### src/hw/rtl/isrr_pkg.sv
// Shared types, constants and microcode for the in-order slice release buffer.
// Used by isrr_seq, isrr_dp and the top level; depends on nothing.
`default_nettype none

package isrr_pkg;

  localparam int RING_SLOTS  = 4;
  localparam int MAX_SLICES  = 8;
  localparam int SLOT_W      = $clog2(RING_SLOTS);
  localparam int SIDX_W      = $clog2(MAX_SLICES);
  localparam int REL_W       = $clog2(MAX_SLICES + 1);
  localparam int CNT_W       = 4;
  localparam int STORE_DEPTH = RING_SLOTS * MAX_SLICES;
  localparam int FRAME_W     = 32;
  localparam int WORD_W      = 32;
  localparam int BYTES_W     = 24;
  localparam int HDR_W       = 16;
  localparam int SPF_W       = 4;
  localparam int CFG_IDX_W   = 2;
  localparam int CFG_DATA_W  = 16;
  localparam int UPC_W       = 5;

  localparam logic [CNT_W-1:0] DONE_SAT = '1;

  localparam logic [CFG_IDX_W-1:0] CFG_PMODE = 2'd0;
  localparam logic [CFG_IDX_W-1:0] CFG_SPF   = 2'd1;
  localparam logic [CFG_IDX_W-1:0] CFG_HDR   = 2'd2;

  typedef struct packed {
    logic [FRAME_W-1:0] frame_id;
    logic [2:0]         slice_index;
    logic               slice_failed;
    logic [BYTES_W-1:0] slice_bytes;
  } isrr_in_t;

  typedef struct packed {
    logic [FRAME_W-1:0] out_frame;
    logic [WORD_W-1:0]  byte_offset;
    logic [WORD_W-1:0]  byte_length;
    logic               is_header;
    logic               last_in_frame;
    logic               frame_failed;
    logic               status;
    logic               last_of_run;
  } isrr_out_t;

  typedef enum logic [3:0] {
    OP_NONE,
    OP_ACCEPT,
    OP_UPDATE,
    OP_EMIT_DROP,
    OP_RD_REL,
    OP_EMIT_HDR,
    OP_EMIT_SLICE,
    OP_SUM_INIT,
    OP_RD_IDX,
    OP_SUM_ADD,
    OP_EMIT_WHOLE,
    OP_FREE,
    OP_FLUSH
  } isrr_op_e;

  typedef enum logic [3:0] {
    C_NEXT,
    C_ALWAYS,
    C_NO_IN,
    C_BUSY,
    C_HEAD_FREE,
    C_NOT_PMODE,
    C_PMODE,
    C_REL_STOP,
    C_REL_NZ,
    C_DONE_LT,
    C_IDX_END
  } isrr_cond_e;

  // microprogram step addresses
  localparam logic [UPC_W-1:0] S_IDLE    = 5'd0;
  localparam logic [UPC_W-1:0] S_CHECK   = 5'd1;
  localparam logic [UPC_W-1:0] S_UPDATE  = 5'd2;
  localparam logic [UPC_W-1:0] S_DROP    = 5'd3;
  localparam logic [UPC_W-1:0] S_WALK    = 5'd4;
  localparam logic [UPC_W-1:0] S_WMODE   = 5'd5;
  localparam logic [UPC_W-1:0] S_LOOP    = 5'd6;
  localparam logic [UPC_W-1:0] S_LTEST   = 5'd7;
  localparam logic [UPC_W-1:0] S_LHDR    = 5'd8;
  localparam logic [UPC_W-1:0] S_LSLICE  = 5'd9;
  localparam logic [UPC_W-1:0] S_DONECHK = 5'd10;
  localparam logic [UPC_W-1:0] S_MODE    = 5'd11;
  localparam logic [UPC_W-1:0] S_SUMINIT = 5'd12;
  localparam logic [UPC_W-1:0] S_SUMRD   = 5'd13;
  localparam logic [UPC_W-1:0] S_SUMADD  = 5'd14;
  localparam logic [UPC_W-1:0] S_SUMEMIT = 5'd15;
  localparam logic [UPC_W-1:0] S_FREE    = 5'd16;
  localparam logic [UPC_W-1:0] S_FLUSH   = 5'd17;

  typedef struct packed {
    isrr_op_e         op;
    logic             ram_rd;
    logic             rd_idx;
    isrr_cond_e       cond;
    logic [UPC_W-1:0] target;
  } isrr_cw_t;

  typedef struct packed {
    isrr_op_e op;
    logic     ram_rd;
    logic     rd_idx;
  } isrr_ctrl_t;

  typedef struct packed {
    logic busy;
    logic head_free;
    logic rel_stop;
    logic rel_nz;
    logic done_lt;
    logic idx_end;
    logic pmode;
    logic stall;
  } isrr_flags_t;

  function automatic isrr_cw_t isrr_ucode(input logic [UPC_W-1:0] pc);
    isrr_cw_t cw;
    cw = '{op: OP_NONE, ram_rd: 1'b0, rd_idx: 1'b0, cond: C_NEXT, target: S_IDLE};
    case (pc)
      S_IDLE: begin
        cw.op = OP_ACCEPT; cw.cond = C_NO_IN; cw.target = S_IDLE;
      end
      S_CHECK: begin
        cw.cond = C_BUSY; cw.target = S_DROP;
      end
      S_UPDATE: begin
        cw.op = OP_UPDATE; cw.cond = C_ALWAYS; cw.target = S_WALK;
      end
      S_DROP: begin
        cw.op = OP_EMIT_DROP; cw.cond = C_ALWAYS; cw.target = S_FLUSH;
      end
      S_WALK: begin
        cw.cond = C_HEAD_FREE; cw.target = S_FLUSH;
      end
      S_WMODE: begin
        cw.cond = C_NOT_PMODE; cw.target = S_DONECHK;
      end
      S_LOOP: begin
        cw.op = OP_RD_REL; cw.ram_rd = 1'b1;
        cw.cond = C_REL_STOP; cw.target = S_DONECHK;
      end
      S_LTEST: begin
        cw.cond = C_REL_NZ; cw.target = S_LSLICE;
      end
      S_LHDR: begin
        cw.op = OP_EMIT_HDR;
      end
      S_LSLICE: begin
        cw.op = OP_EMIT_SLICE; cw.cond = C_ALWAYS; cw.target = S_LOOP;
      end
      S_DONECHK: begin
        cw.cond = C_DONE_LT; cw.target = S_FLUSH;
      end
      S_MODE: begin
        cw.cond = C_PMODE; cw.target = S_FREE;
      end
      S_SUMINIT: begin
        cw.op = OP_SUM_INIT;
      end
      S_SUMRD: begin
        cw.op = OP_RD_IDX; cw.ram_rd = 1'b1; cw.rd_idx = 1'b1;
        cw.cond = C_IDX_END; cw.target = S_SUMEMIT;
      end
      S_SUMADD: begin
        cw.op = OP_SUM_ADD; cw.cond = C_ALWAYS; cw.target = S_SUMRD;
      end
      S_SUMEMIT: begin
        cw.op = OP_EMIT_WHOLE;
      end
      S_FREE: begin
        cw.op = OP_FREE; cw.cond = C_ALWAYS; cw.target = S_WALK;
      end
      S_FLUSH: begin
        cw.op = OP_FLUSH; cw.cond = C_ALWAYS; cw.target = S_IDLE;
      end
      default: begin
        cw.cond = C_ALWAYS; cw.target = S_IDLE;
      end
    endcase
    return cw;
  endfunction

endpackage

`default_nettype wire

### src/hw/rtl/isrr_ram.sv
// Generic single-write, single-read RAM with registered read data.
// No dependencies.
`default_nettype none

module isrr_ram #(
  parameter int WIDTH = 8,
  parameter int DEPTH = 16
) (
  input  wire logic                     clk_i,
  input  wire logic                     we_i,
  input  wire logic [$clog2(DEPTH)-1:0] waddr_i,
  input  wire logic [WIDTH-1:0]         wdata_i,
  input  wire logic                     re_i,
  input  wire logic [$clog2(DEPTH)-1:0] raddr_i,
  output logic      [WIDTH-1:0]         rdata_o
);

  logic [WIDTH-1:0] mem_q [DEPTH];
  logic [WIDTH-1:0] rdata_q;

  always_ff @(posedge clk_i) begin
    if (we_i) begin
      mem_q[waddr_i] <= wdata_i;
    end
    if (re_i) begin
      rdata_q <= mem_q[raddr_i];
    end
  end

  assign rdata_o = rdata_q;

endmodule

`default_nettype wire

### src/hw/rtl/isrr_seq.sv
// Microcode sequencer: step counter, control ROM lookup and conditional jumps.
// Depends on isrr_pkg.
`default_nettype none

module isrr_seq (
  input  wire logic                 clk_i,
  input  wire logic                 rst_ni,
  input  wire logic                 in_valid_i,
  input  wire isrr_pkg::isrr_flags_t flags_i,
  output isrr_pkg::isrr_ctrl_t      ctrl_o
);

  logic [isrr_pkg::UPC_W-1:0] upc_q, upc_d;
  isrr_pkg::isrr_cw_t         cw;
  logic                       take;

  assign cw = isrr_pkg::isrr_ucode(upc_q);

  always_comb begin
    case (cw.cond)
      isrr_pkg::C_NEXT:      take = 1'b0;
      isrr_pkg::C_ALWAYS:    take = 1'b1;
      isrr_pkg::C_NO_IN:     take = !in_valid_i;
      isrr_pkg::C_BUSY:      take = flags_i.busy;
      isrr_pkg::C_HEAD_FREE: take = flags_i.head_free;
      isrr_pkg::C_NOT_PMODE: take = !flags_i.pmode;
      isrr_pkg::C_PMODE:     take = flags_i.pmode;
      isrr_pkg::C_REL_STOP:  take = flags_i.rel_stop;
      isrr_pkg::C_REL_NZ:    take = flags_i.rel_nz;
      isrr_pkg::C_DONE_LT:   take = flags_i.done_lt;
      isrr_pkg::C_IDX_END:   take = flags_i.idx_end;
      default:               take = 1'b0;
    endcase
  end

  always_comb begin
    upc_d = upc_q;
    if (!flags_i.stall) begin
      upc_d = take ? cw.target : upc_q + 1'b1;
    end
  end

  always_ff @(posedge clk_i or negedge rst_ni) begin
    if (!rst_ni) begin
      upc_q <= isrr_pkg::S_IDLE;
    end else begin
      upc_q <= upc_d;
    end
  end

  assign ctrl_o.op     = cw.op;
  assign ctrl_o.ram_rd = cw.ram_rd;
  assign ctrl_o.rd_idx = cw.rd_idx;

endmodule

`default_nettype wire

### src/hw/rtl/isrr_dp.sv
// Datapath: config registers, ring slot state, slice size RAM, pending and output words.
// Depends on isrr_pkg and isrr_ram; driven by isrr_seq.
`default_nettype none

module isrr_dp (
  input  wire logic                                clk_i,
  input  wire logic                                rst_ni,
  input  wire isrr_pkg::isrr_ctrl_t                ctrl_i,
  output isrr_pkg::isrr_flags_t                    flags_o,
  input  wire logic                                in_valid_i,
  input  wire isrr_pkg::isrr_in_t                  in_data_i,
  output logic                                     out_valid_o,
  input  wire logic                                out_ready_i,
  output isrr_pkg::isrr_out_t                      out_data_o,
  input  wire logic                                cfg_we_i,
  input  wire logic [isrr_pkg::CFG_IDX_W-1:0]      cfg_idx_i,
  input  wire logic [isrr_pkg::CFG_DATA_W-1:0]     cfg_data_i
);

  localparam int SLOT_W = isrr_pkg::SLOT_W;
  localparam int NS     = isrr_pkg::RING_SLOTS;
  localparam int MS     = isrr_pkg::MAX_SLICES;
  localparam int REL_W  = isrr_pkg::REL_W;
  localparam int CNT_W  = isrr_pkg::CNT_W;
  localparam int SIDX_W = isrr_pkg::SIDX_W;
  localparam int WORD_W = isrr_pkg::WORD_W;

  // config
  logic                          pmode_q;
  logic [isrr_pkg::SPF_W-1:0]    spf_q;
  logic [isrr_pkg::HDR_W-1:0]    hdr_q;

  // slot state
  logic [NS-1:0]                 sv_q;
  logic [isrr_pkg::FRAME_W-1:0]  sf_q   [NS];
  logic [CNT_W-1:0]              sd_q   [NS];
  logic [NS-1:0]                 se_q;
  logic [MS-1:0]                 sr_q   [NS];
  logic [REL_W-1:0]              srel_q [NS];
  logic [WORD_W-1:0]             so_q   [NS];

  logic [SLOT_W-1:0]             sa_q, head_q;
  isrr_pkg::isrr_in_t            ev_q;
  logic [WORD_W-1:0]             acc_q;
  logic [REL_W-1:0]              idx_q;

  isrr_pkg::isrr_out_t           pend_q, out_q, new_res, fwd_res;
  logic                          pend_v_q, out_v_q;

  logic [isrr_pkg::BYTES_W-1:0]  rdata;
  logic [$clog2(isrr_pkg::STORE_DEPTH)-1:0] waddr, raddr;

  logic [REL_W-1:0]              n;
  logic                          cur_valid, cur_err, rel_bit, idx_bit, busy;
  logic [isrr_pkg::FRAME_W-1:0]  cur_frame;
  logic [CNT_W-1:0]              cur_done;
  logic [MS-1:0]                 cur_ready;
  logic [REL_W-1:0]              cur_rel;
  logic [WORD_W-1:0]             cur_off;
  logic                          is_emit, is_flush, out_free, stall, go;

  always_comb begin
    if (spf_q == '0) begin
      n = REL_W'(1);
    end else if (REL_W'(spf_q) > REL_W'(MS)) begin
      n = REL_W'(MS);
    end else begin
      n = REL_W'(spf_q);
    end
  end

  assign cur_valid = sv_q[sa_q];
  assign cur_frame = sf_q[sa_q];
  assign cur_done  = sd_q[sa_q];
  assign cur_err   = se_q[sa_q];
  assign cur_ready = sr_q[sa_q];
  assign cur_rel   = srel_q[sa_q];
  assign cur_off   = so_q[sa_q];
  assign rel_bit   = cur_ready[cur_rel[SIDX_W-1:0]];
  assign idx_bit   = cur_ready[idx_q[SIDX_W-1:0]];
  assign busy      = cur_valid && (cur_frame != ev_q.frame_id);

  assign is_emit  = ctrl_i.op inside {isrr_pkg::OP_EMIT_DROP, isrr_pkg::OP_EMIT_HDR,
                                      isrr_pkg::OP_EMIT_SLICE, isrr_pkg::OP_EMIT_WHOLE};
  assign is_flush = (ctrl_i.op == isrr_pkg::OP_FLUSH);
  assign out_free = !out_v_q || out_ready_i;
  assign stall    = (is_emit || is_flush) && pend_v_q && !out_free;
  assign go       = !stall;

  assign flags_o.busy      = busy;
  assign flags_o.head_free = !cur_valid;
  assign flags_o.rel_stop  = (cur_rel >= n) || !rel_bit;
  assign flags_o.rel_nz    = (cur_rel != '0);
  assign flags_o.done_lt   = (cur_done < CNT_W'(n));
  assign flags_o.idx_end   = (idx_q >= n);
  assign flags_o.pmode     = pmode_q;
  assign flags_o.stall     = stall;

  // slice size store
  assign waddr = {sa_q, ev_q.slice_index};
  assign raddr = {sa_q, ctrl_i.rd_idx ? idx_q[SIDX_W-1:0] : cur_rel[SIDX_W-1:0]};

  isrr_ram #(
    .WIDTH (isrr_pkg::BYTES_W),
    .DEPTH (isrr_pkg::STORE_DEPTH)
  ) u_size_ram (
    .clk_i   (clk_i),
    .we_i    (ctrl_i.op == isrr_pkg::OP_UPDATE),
    .waddr_i (waddr),
    .wdata_i (ev_q.slice_bytes),
    .re_i    (ctrl_i.ram_rd),
    .raddr_i (raddr),
    .rdata_o (rdata)
  );

  always_comb begin
    new_res = '0;
    case (ctrl_i.op)
      isrr_pkg::OP_EMIT_DROP: begin
        new_res.out_frame = ev_q.frame_id;
        new_res.status    = 1'b1;
      end
      isrr_pkg::OP_EMIT_HDR: begin
        new_res.out_frame    = cur_frame;
        new_res.byte_length  = WORD_W'(hdr_q);
        new_res.is_header    = 1'b1;
        new_res.frame_failed = cur_err;
      end
      isrr_pkg::OP_EMIT_SLICE: begin
        new_res.out_frame     = cur_frame;
        new_res.byte_offset   = cur_off;
        new_res.byte_length   = WORD_W'(rdata);
        new_res.last_in_frame = (cur_rel == n - 1'b1);
        new_res.frame_failed  = cur_err;
      end
      isrr_pkg::OP_EMIT_WHOLE: begin
        new_res.out_frame     = cur_frame;
        new_res.byte_length   = acc_q;
        new_res.last_in_frame = 1'b1;
        new_res.frame_failed  = cur_err;
      end
      default: begin
        new_res = '0;
      end
    endcase
  end

  // word moving from pending to output; the flush marks the end of the run
  always_comb begin
    fwd_res             = pend_q;
    fwd_res.last_of_run = is_flush;
  end

  // control state
  always_ff @(posedge clk_i or negedge rst_ni) begin
    if (!rst_ni) begin
      pmode_q  <= 1'b0;
      spf_q    <= isrr_pkg::SPF_W'(1);
      hdr_q    <= '0;
      sv_q     <= '0;
      se_q     <= '0;
      sa_q     <= '0;
      head_q   <= '0;
      idx_q    <= '0;
      pend_v_q <= 1'b0;
      out_v_q  <= 1'b0;
      for (int i = 0; i < NS; i++) begin
        sd_q[i]   <= '0;
        sr_q[i]   <= '0;
        srel_q[i] <= '0;
      end
    end else begin
      if (cfg_we_i) begin
        case (cfg_idx_i)
          isrr_pkg::CFG_PMODE: pmode_q <= cfg_data_i[0];
          isrr_pkg::CFG_SPF:   spf_q   <= cfg_data_i[isrr_pkg::SPF_W-1:0];
          isrr_pkg::CFG_HDR:   hdr_q   <= cfg_data_i[isrr_pkg::HDR_W-1:0];
          default: ;
        endcase
      end

      if (go && (is_emit || is_flush) && pend_v_q) begin
        out_v_q <= 1'b1;
      end else if (out_ready_i) begin
        out_v_q <= 1'b0;
      end

      if (go && is_emit) begin
        pend_v_q <= 1'b1;
      end else if (go && is_flush) begin
        pend_v_q <= 1'b0;
      end

      case (ctrl_i.op)
        isrr_pkg::OP_ACCEPT: begin
          if (in_valid_i) begin
            sa_q <= in_data_i.frame_id[SLOT_W-1:0];
          end
        end
        isrr_pkg::OP_UPDATE: begin
          sv_q[sa_q] <= 1'b1;
          if (!cur_valid) begin
            sd_q[sa_q]   <= CNT_W'(1);
            srel_q[sa_q] <= '0;
          end else if (cur_done != isrr_pkg::DONE_SAT) begin
            sd_q[sa_q] <= cur_done + 1'b1;
          end
          se_q[sa_q] <= (cur_valid && cur_err) || ev_q.slice_failed;
          sr_q[sa_q] <= (cur_valid ? cur_ready : '0) | (MS'(1) << ev_q.slice_index);
          sa_q       <= head_q;
        end
        isrr_pkg::OP_EMIT_SLICE: begin
          if (go) begin
            srel_q[sa_q] <= cur_rel + 1'b1;
          end
        end
        isrr_pkg::OP_SUM_INIT: begin
          idx_q <= '0;
        end
        isrr_pkg::OP_SUM_ADD: begin
          idx_q <= idx_q + 1'b1;
        end
        isrr_pkg::OP_FREE: begin
          sv_q[sa_q] <= 1'b0;
          head_q     <= head_q + 1'b1;
          sa_q       <= head_q + 1'b1;
        end
        default: ;
      endcase
    end
  end

  // payload
  always_ff @(posedge clk_i) begin
    if (go && (is_emit || is_flush) && pend_v_q) begin
      out_q <= fwd_res;
    end
    if (go && is_emit) begin
      pend_q <= new_res;
    end
    case (ctrl_i.op)
      isrr_pkg::OP_ACCEPT: begin
        if (in_valid_i) begin
          ev_q <= in_data_i;
        end
      end
      isrr_pkg::OP_UPDATE: begin
        sf_q[sa_q] <= ev_q.frame_id;
        if (!cur_valid) begin
          so_q[sa_q] <= '0;
        end
      end
      isrr_pkg::OP_EMIT_HDR: begin
        if (go) begin
          so_q[sa_q] <= WORD_W'(hdr_q);
        end
      end
      isrr_pkg::OP_EMIT_SLICE: begin
        if (go) begin
          so_q[sa_q] <= cur_off + WORD_W'(rdata);
        end
      end
      isrr_pkg::OP_SUM_INIT: begin
        acc_q <= WORD_W'(hdr_q);
      end
      isrr_pkg::OP_SUM_ADD: begin
        if (idx_bit) begin
          acc_q <= acc_q + WORD_W'(rdata);
        end
      end
      default: ;
    endcase
  end

  assign out_valid_o = out_v_q;
  assign out_data_o  = out_q;

`ifndef SYNTH
  a_flush_empties: assert property (@(posedge clk_i) disable iff (!rst_ni)
    (is_flush && go) |=> !pend_v_q)
    else $error("pending word survived flush");

  a_accept_clean: assert property (@(posedge clk_i) disable iff (!rst_ni)
    (ctrl_i.op == isrr_pkg::OP_ACCEPT) |-> !pend_v_q)
    else $error("pending word left over at accept");

  a_update_owner: assert property (@(posedge clk_i) disable iff (!rst_ni)
    (ctrl_i.op == isrr_pkg::OP_UPDATE) |-> !busy)
    else $error("update into slot owned by another frame");

  a_slice_ready: assert property (@(posedge clk_i) disable iff (!rst_ni)
    (ctrl_i.op == isrr_pkg::OP_EMIT_SLICE) |-> ((cur_rel < n) && rel_bit))
    else $error("slice released before it is ready");

  a_head_step: assert property (@(posedge clk_i) disable iff (!rst_ni)
    (ctrl_i.op == isrr_pkg::OP_FREE) |=> (head_q == SLOT_W'($past(head_q) + 1'b1)))
    else $error("head did not advance on free");
`endif

endmodule

`default_nettype wire

### src/hw/rtl/inorder_slice_release_reorder.sv
// Top level of the in-order slice release buffer: sequencer plus datapath.
// Depends on isrr_pkg, isrr_seq, isrr_dp (and isrr_ram through isrr_dp).
//
// Slice-completion events enter on the in channel and are handled one at a time by a
// microcoded sequencer; the next event is taken once every word caused by the current one
// has been handed to the output register. A dropped event (slot held by another frame)
// is accepted, checked, answered with a drop word and flushed. An accepted slice updates
// its slot, then the ring walk looks at each occupied head slot: in packetization mode it
// releases the ready slice words in order (the first with the header word), and it retires
// each complete frame; in whole-frame mode a retired frame first sums its slice sizes,
// walking the slice RAM. Output back-pressure stalls the emit and flush steps. The last
// word of each event carries last_of_run. No clearing pass is needed after reset.
`default_nettype none

module inorder_slice_release_reorder (
  input  wire logic                             clk_i,
  input  wire logic                             rst_ni,
  input  wire logic                             in_valid_i,
  output logic                                  in_ready_o,
  input  wire isrr_pkg::isrr_in_t               in_data_i,
  output logic                                  out_valid_o,
  input  wire logic                             out_ready_i,
  output isrr_pkg::isrr_out_t                   out_data_o,
  input  wire logic                             cfg_we_i,
  input  wire logic [isrr_pkg::CFG_IDX_W-1:0]   cfg_idx_i,
  input  wire logic [isrr_pkg::CFG_DATA_W-1:0]  cfg_data_i
);

  isrr_pkg::isrr_ctrl_t  ctrl;
  isrr_pkg::isrr_flags_t flags;

  isrr_seq u_seq (
    .clk_i      (clk_i),
    .rst_ni     (rst_ni),
    .in_valid_i (in_valid_i),
    .flags_i    (flags),
    .ctrl_o     (ctrl)
  );

  isrr_dp u_dp (
    .clk_i       (clk_i),
    .rst_ni      (rst_ni),
    .ctrl_i      (ctrl),
    .flags_o     (flags),
    .in_valid_i  (in_valid_i),
    .in_data_i   (in_data_i),
    .out_valid_o (out_valid_o),
    .out_ready_i (out_ready_i),
    .out_data_o  (out_data_o),
    .cfg_we_i    (cfg_we_i),
    .cfg_idx_i   (cfg_idx_i),
    .cfg_data_i  (cfg_data_i)
  );

  assign in_ready_o = (ctrl.op == isrr_pkg::OP_ACCEPT);

endmodule

`default_nettype wire

### config.mk
export PLATFORM = sky130hd
export DESIGN_NAME = inorder_slice_release_reorder
export DESIGN_NICKNAME = d
export VERILOG_FILES = /design/src/hw/rtl/isrr_pkg.sv /design/src/hw/rtl/isrr_ram.sv /design/src/hw/rtl/isrr_seq.sv /design/src/hw/rtl/isrr_dp.sv /design/src/hw/rtl/inorder_slice_release_reorder.sv
export SDC_FILE = /design/constraint.sdc
export NUM_CORES = 2
export LEC_CHECK = 0
export BUFFER_PORTS_ARGS = -buffer_cell sky130_fd_sc_hd__buf_4
export CORE_MARGIN = 2
export CORE_UTILIZATION = 62
export CTS_CLUSTER_SIZE = 12
export DETAILED_ROUTE_END_ITERATION = 7
export PLACE_DENSITY = 0.84
export SYNTH_ARGS = -nofsm -noshare
export SYNTH_HDL_FRONTEND = slang
export SYNTH_SLANG_ARGS = --single-unit
### constraint.sdc
create_clock -name clk_i -period 7.8 [get_ports clk_i]
set_input_delay 1.56 -clock clk_i [delete_from_list [all_inputs] [get_ports clk_i]]
set_output_delay 1.56 -clock clk_i [all_outputs]
set_load 0.1 [all_outputs]
# Word level (Yosys, flattened, before mapping)
# Memory sizes are Yosys's and may differ from the RTL's. A register that Yosys moved wholly into a read port is not among the register bits.
# Cells that the tools add are included.
# totals
mem_count	3
input_bits	83
output_inout_bits	103
regBits	401
ramBits	1024
word_cells	237
# classes
addsub	8
eq_ne	47
n_reduce_logical	44
shift	1
magnitude_cmp	10
bitwise_logic	12
mux	69
# memory_table
memory	words	width	read_ports	rd_ports_with_merged_regs	write_ports	line	rtl
u_dp.u_size_ram.mem_q	32	24	1	1	1	isrr_ram.sv:18	logic [WIDTH-1:0] mem_q [DEPTH];
u_dp.sf_q	4	32	1	0	1	isrr_dp.sv:35	logic [isrr_pkg::FRAME_W-1:0] sf_q [NS];
u_dp.so_q	4	32	1	0	1	isrr_dp.sv:40	logic [WORD_W-1:0] so_q [NS];
# ops
operator	count
32-bit case mux with 2 select lines	2
9-bit case mux with 14 select lines	1
32-bit 2-to-1 mux	3
32-bit case mux with 3 select lines	1
32-bit by 24-bit adder with 32-bit output	2
16-bit 2-to-1 mux	4
4-bit case mux with 12 select lines	1
5-bit by 4-bit == test with 1-bit output (second input constant)	8
16-bit bitwise mux	2
32-bit bitwise mux	1
8-bit 2-to-1 mux	4
32-bit inequality test	1
16-bit case mux with 2 select lines	1
4-bit by 3-bit == test with 1-bit output (second input constant)	7
4-bit == test (second input constant)	7
4-bit 2-to-1 mux	7
1-bit 2-to-1 mux	23
5-bit by 3-bit == test with 1-bit output (second input constant)	4
16-bit AND	1
4-bit binary-select mux with 2-bit select	2
8-bit binary-select mux with 2-bit select	1
8-bit demux with 2-bit select	1
4-bit by 2-bit == test with 1-bit output (second input constant)	4
16-bit inverter	1
56 further kinds	102

# Longest topological paths before layout
# depth
ltp_word	12
ltp_mapped	19
mapped_depth_nobuf	13

# Cells and area by module
# From an unflattened synthesis, not the netlist that was laid out.
# hier_totals
cells_unflattened	3679
area_unflattened_um2	59643.5
# modules_own_cells
module	n_inst	cells_each	area_per_inst_um2	seq_area_each_um2
isrr_ram	1	1711	30720.7	23782.8
isrr_dp	1	1842	27944.3	19064.5
isrr_seq	1	125	963.4	125.1
inorder_slice_release_reorder	1	1	15.0	0.0

# Least setup slack after synthesis
# Ideal clock, no wire load.
# synth_path
kind	register to register
start	register u_seq.upc_q[3] in the netlist's numbering
end	register u_dp.out_q (netlist bit u_dp.out_data_o[0]), enable pin
t_required_ns	7.238
setup_slack_ns	0.595
path_stages_with_launch	14
arrival_time_ns	6.643
synth_period_minus_slack_ns	7.205
setup_ns	0.562
n_path_buf	4
cell_sequence	dfrtp_1 > buf_4 > buf_2 > buf_2 > nand2_1 > nor2_1 > ha_1 > a221oi_1 > o21bai_2 > nor4_2 > or3_1 > buf_2 > o31ai_1 > nor2_1
# synth_via
elab_chain_len	10
word_cells_on_any_way	25
classes_between	16 x eq/ne; 1 x mux; 8 x reduce/logical
# synth_rtl
item	line	rtl
start: declaration	isrr_seq.sv:13	logic [isrr_pkg::UPC_W-1:0] upc_q, upc_d;
start signal: assignment	isrr_seq.sv:45	upc_q <= isrr_pkg::S_IDLE;
start signal: assignment	isrr_seq.sv:47	upc_q <= upc_d;
5-bit == test, or another cell as far along	isrr_pkg.sv:125	case (pc)
4-bit case mux with 12 select lines (*)	isrr_pkg.sv:125	
4-bit by 2-bit == test with 1-bit output, or another cell as far along	isrr_dp.sv:83	assign is_emit = ctrl_i.op inside {isrr_pkg::OP_EMIT_DROP, isrr_pkg::OP_EMIT_HDR,
4-bit nonzero test	isrr_dp.sv:83	
1-bit logical OR (*)	isrr_dp.sv:87, isrr_dp.sv:235	
1-bit logical AND (2 in a row)	isrr_dp.sv:87	assign stall = (is_emit || is_flush) && pend_v_q && !out_free;
1-bit logical NOT	isrr_dp.sv:88	assign go = !stall;
1-bit logical AND (*) (2 in a row)	isrr_dp.sv:235	if (go && (is_emit || is_flush) && pend_v_q) begin
end signal: assignment	isrr_dp.sv:236	out_q <= fwd_res;
end: declaration	isrr_dp.sv:47	isrr_pkg::isrr_out_t pend_q, out_q, new_res, fwd_res;
# Mark *: on every way between the ends. The rest lies on a longest branch, timed or not.
# A chain may end at the register's enable or synchronous reset.

# Final worst setup path
# layout_path
start	register u_seq.upc_q[4] in the netlist's numbering
end	register u_dp.out_q (netlist bit u_dp.out_data_o[15]), enable pin
# The elaborated chain is that of the path after synthesis.

==> key figures <==
Pwr
  – Sequential fraction of design power: 45.6%
  – Comb power frac: 26.7%
  – Internal: 15.47 mW
  – P_leak: 23.54 nW
  – Clk pwr share: 27.8%
  – NetSw: 7.966 mW
  – Worst vdd ir: 0.0003515 V
  – PwrDens: 350.2 mW/mm2
  – Net Sw Frac: 33.99%
  – Final Power: 23.43 mW

STA
  – Final Hold Vio Count: 0
  – Worst rel slew slack: 19.44%
  – Worst slew pin tran: 1.183 ns
  – Setup TNS Final: 0 ns
  – Final period utilization: 71.13%
  – Fmax: 180.2 MHz
  – Final min period: 5.548 ns
  – Clock skew: 0.02516 ns
  – Count of final setup violators: 0
  – Final Max Tran Viols: 0
  – RSZ-0062 raised after global routing: false
  – Hold WS: 0.4155 ns

Die
  – Initial core utilization: 62.71%
  – Die Height: 314.5 um
  – Boundary pin count: 186
  – Die Width: 314.5 um
  – Die ar.: 0.09888 mm2
  – Core Footprint: 0.09529 mm2
  – Rows: 113

Yosys
  – Ys async rst share: 7.453%
  – Largest area contributor in the netlist: edfxtp_1
  – Synth top area cells: edfxtp_1, nand2_1, dfrtp_1, mux4_2, a311oi_1
  – Post-Syn Nets: 4379
  – Yosys warning count: 0
  – Synth Instances: 4225
  – Netlist cell types: 89
  – Synth Register Bits: 1449
  – Sequential cell area fraction in the yosys report: 71.91%
  – Post-Syn Area per Cell: 14.14 um2
  – Post-synth EDFFs: 1341
  – Most common flop cell mapped by yosys: edfxtp_1
  – Mapped Area: 0.05976 mm2
  – Synth top area share: 67.39%

Cells and area
  – Area delta synth->final: 11.97%
  – Share of cells above drive strength 1: 14.20%
  – Core Util, Final: 70.21%
  – Fin nets: 4540
  – Area of the multi-input gates: 0.01570 mm2
  – Filler Cells Inserted: 5820
  – Reg area: 0.04298 mm2
  – Most frequent cells in the layout: edfxtp_1, nand2_1, buf_4, nand3_1, clkbuf_16
  – Commonest non-fill, non-tap cell in the layout: edfxtp_1

Setup path
  – Endpoint class of the critical path: flop
  – Worst endpoint required time: 8.21 ns
  – Worst R2R Setup Slack: 2.25 ns
  – Crit-path max cell delay: 0.85 ns
  – WP data arrival: 5.96 ns
  – Critical Path Source Type: flop
  – Buffer and inverter count on the worst path: 3
  – Worst-path fanout max: 66
  – CP cell instances: clkinv_1 -> ha_1 -> a2111oi_4 -> nor4b_2 -> buf_4 -> or3_1 -> o31ai_1 -> nor2_4 -> buf_12
  – CP max stage cell: nor2_4
  – Class of the most critical setup path: flop to flop
  – CP top delay family: simple AND/OR/NAND/NOR gates

Global route
  – Largest net degree at the start of global routing: 150
  – Congestion Overflow GR: 0
  – Vias in the first global route: 36700
  – Initial antenna violation count: 3
  – First-pass GRT wire length: 214500 um
  – GR Util All Layers: 28.80%

Clock tree
  – CTS tree: done
  – CTS Buffer Depth: 3
  – Hold_buf cts: 0
  – Worst-path clk slew: 0.06 ns
  – Clock Tree Root: clkbuf_16
  – CTS buffer count: 146
  – CTS sink cnt: 1449
  – Clk Latency, worst-skew pair: 0.76 ns
  – Htree depth: 4
  – Setup Buffers After CTS: 0
  – Post-CTS resize count: 0

Detailed routing
  – Routed vias/inst: 6.485
  – Routed via count: 37230
  – DR WL/cell: 24.81 um
  – Detailed Routing Iterations Pass 1: 8
  – Detailed Route WL: 142400 um
  – DRC viols: 1
  – Iteration-0 DRC count of the detailed router: 5397
  – Antenna viol nets, final: 0

Place
  – Gpl congestion: 0.8977
  – Post-detail-place hpwl: 81990 um
  – Input/output buffers: 185

Run status
  – Status: finished, violations left
  – Failing checks: DRC

Flow run
  – Max-cap violations: 0

Hold path
  – Hold crit path type: flop to flop
[cell families (layout without fill, tap and decap cells)]
family,count (synthesis),count (layout),synth area share (%)
AOI/OAI and AO/OA,662,662,7.984
xor gates and xnor gates,77,77,1.129
adders and majority gates,71,71,1.512
buffers and inverters,302,550,2.113
DFF,1449,1449,71.91
muxes,126,126,4.028
other,0,2,0
and+or+nand+nor,1538,1538,11.32
[cell usage after synthesis (all sizes together) (10+ instances only)]
cell and number:
nand3 218, xor2 23, and3 106, o21a 11, clkbuf 172, nor3 24
a211o 10, a21o 52, dfrtp 107, nand2 943, ha 69, a22o 44
o21ai 122, inv 52, xnor2 54, mux2 34, nor2 104, nor2b 10
mux4 86, nand2b 18, or3 10, a21boi 11, nand4 16, a31oi 57
and2 46, a311oi 148, a211oi 31, nor4 10, buf 77, edfxtp 1341
a21oi 98
[registers in the layout, indices dropped and copies added (netlist names), 5 cells and up, named ones only]
| signal | flops |
|---|---|
| u_dp.fwd_res | 100 |
| u_dp.out_data_o | 101 |
| u_dp.srel_q | 16 |
| u_dp.sf_q | 128 |
| u_dp.u_size_ram.rdata_o | 24 |
| u_seq.upc_q | 5 |
| u_dp.acc_q | 32 |
| u_dp.hdr_q | 16 |
| u_dp.sd_q | 16 |
| u_dp.sr_q | 32 |
| u_dp.ev_q | 60 |
| u_dp.so_q | 128 |
| u_dp.u_size_ram.mem_q | 768 |
[area by class of cell]
| type | count | share of cell area, % |
|---|---|---|
| Tap cell | 1265 | 2.366 |
| Multi-Input combinational cell | 2474 | 23.46 |
| Sequential cell | 1449 | 64.24 |
| Inverter | 53 | 0.2973 |
| Clock inverter | 32 | 0.5367 |
| Antenna cell | 2 | 0.007480 |
| Timing Repair Buffer | 262 | 3.127 |
| Clock buffer | 203 | 5.967 |
[metrics by stage]
step | std cells | area (um2) | worst slack [ns]
6_report | 5740 | 66910 | 2.252
5_1_grt | 5739 | 66910 | 1.863
4_1_cts | 5738 | 66900 | 2.185
3_5_place_dp | 5503 | 62550 | 2.224
3_3_place_gp | 5503 | 62550 | 2.469
2_1_floorplan | 4225 | 59760 | 0.5945
[power groups by stage]
| stage | sequential (mW) | combinational (mW) | clock (mW) |
|---|---|---|---|
| after floorplan | 12.0 | 3.27 | 0 |
| after global placement | 10.7 | 6.01 | 0 |
| after detailed placement | 10.8 | 6.16 | 0 |
| after CTS | 10.7 | 6.22 | 6.54 |
| after global routing | 10.8 | 6.63 | 6.84 |
| final | 10.7 | 6.25 | 6.51 |
[metal layers]
layer / wire [um] / track usage (%) / vias to the layer above
li1: - / - / 16290
met1: 51560 / 37.92 / 18290
met2: 70490 / 47.58 / 2239
met3: 14520 / 5.244 / 404
met4: 5779 / 12.51 / 4
met5: 33 / 0 / -
[worst paths after layout]
check / from / end / cells past startpoint
max in group asynchronous: rst_ni / u_dp.sa_q[1]$_DFFE_PN0P_ / 2
max: u_seq.upc_q[4]$_DFFE_PN0N_ / u_dp.out_data_o[15]$_DFFE_PP_ / 9
max reg2reg: u_seq.upc_q[4]$_DFFE_PN0N_ / u_dp.out_data_o[15]$_DFFE_PP_ / 9
min in group asynchronous: rst_ni / u_dp.out_valid_o$_DFFE_PN0P_ / 1
min: u_dp.fwd_res[74]$_SDFFCE_PN0P_ / u_dp.out_data_o[74]$_DFFE_PP_ / 0
min reg2reg: u_dp.fwd_res[74]$_SDFFCE_PN0P_ / u_dp.out_data_o[74]$_DFFE_PP_ / 0
[worst reg2reg max path: stages, from the launching register on]
cell,delay [ns]
dfrtp_1,0.68
clkinv_1,0.37
ha_1,0.36
a2111oi_4,0.52
nor4b_2,0.32
buf_4,0.63
or3_1,0.76
o31ai_1,0.26
nor2_4,0.85
buf_12,0.38
Power figures use the tool's default switching activity.
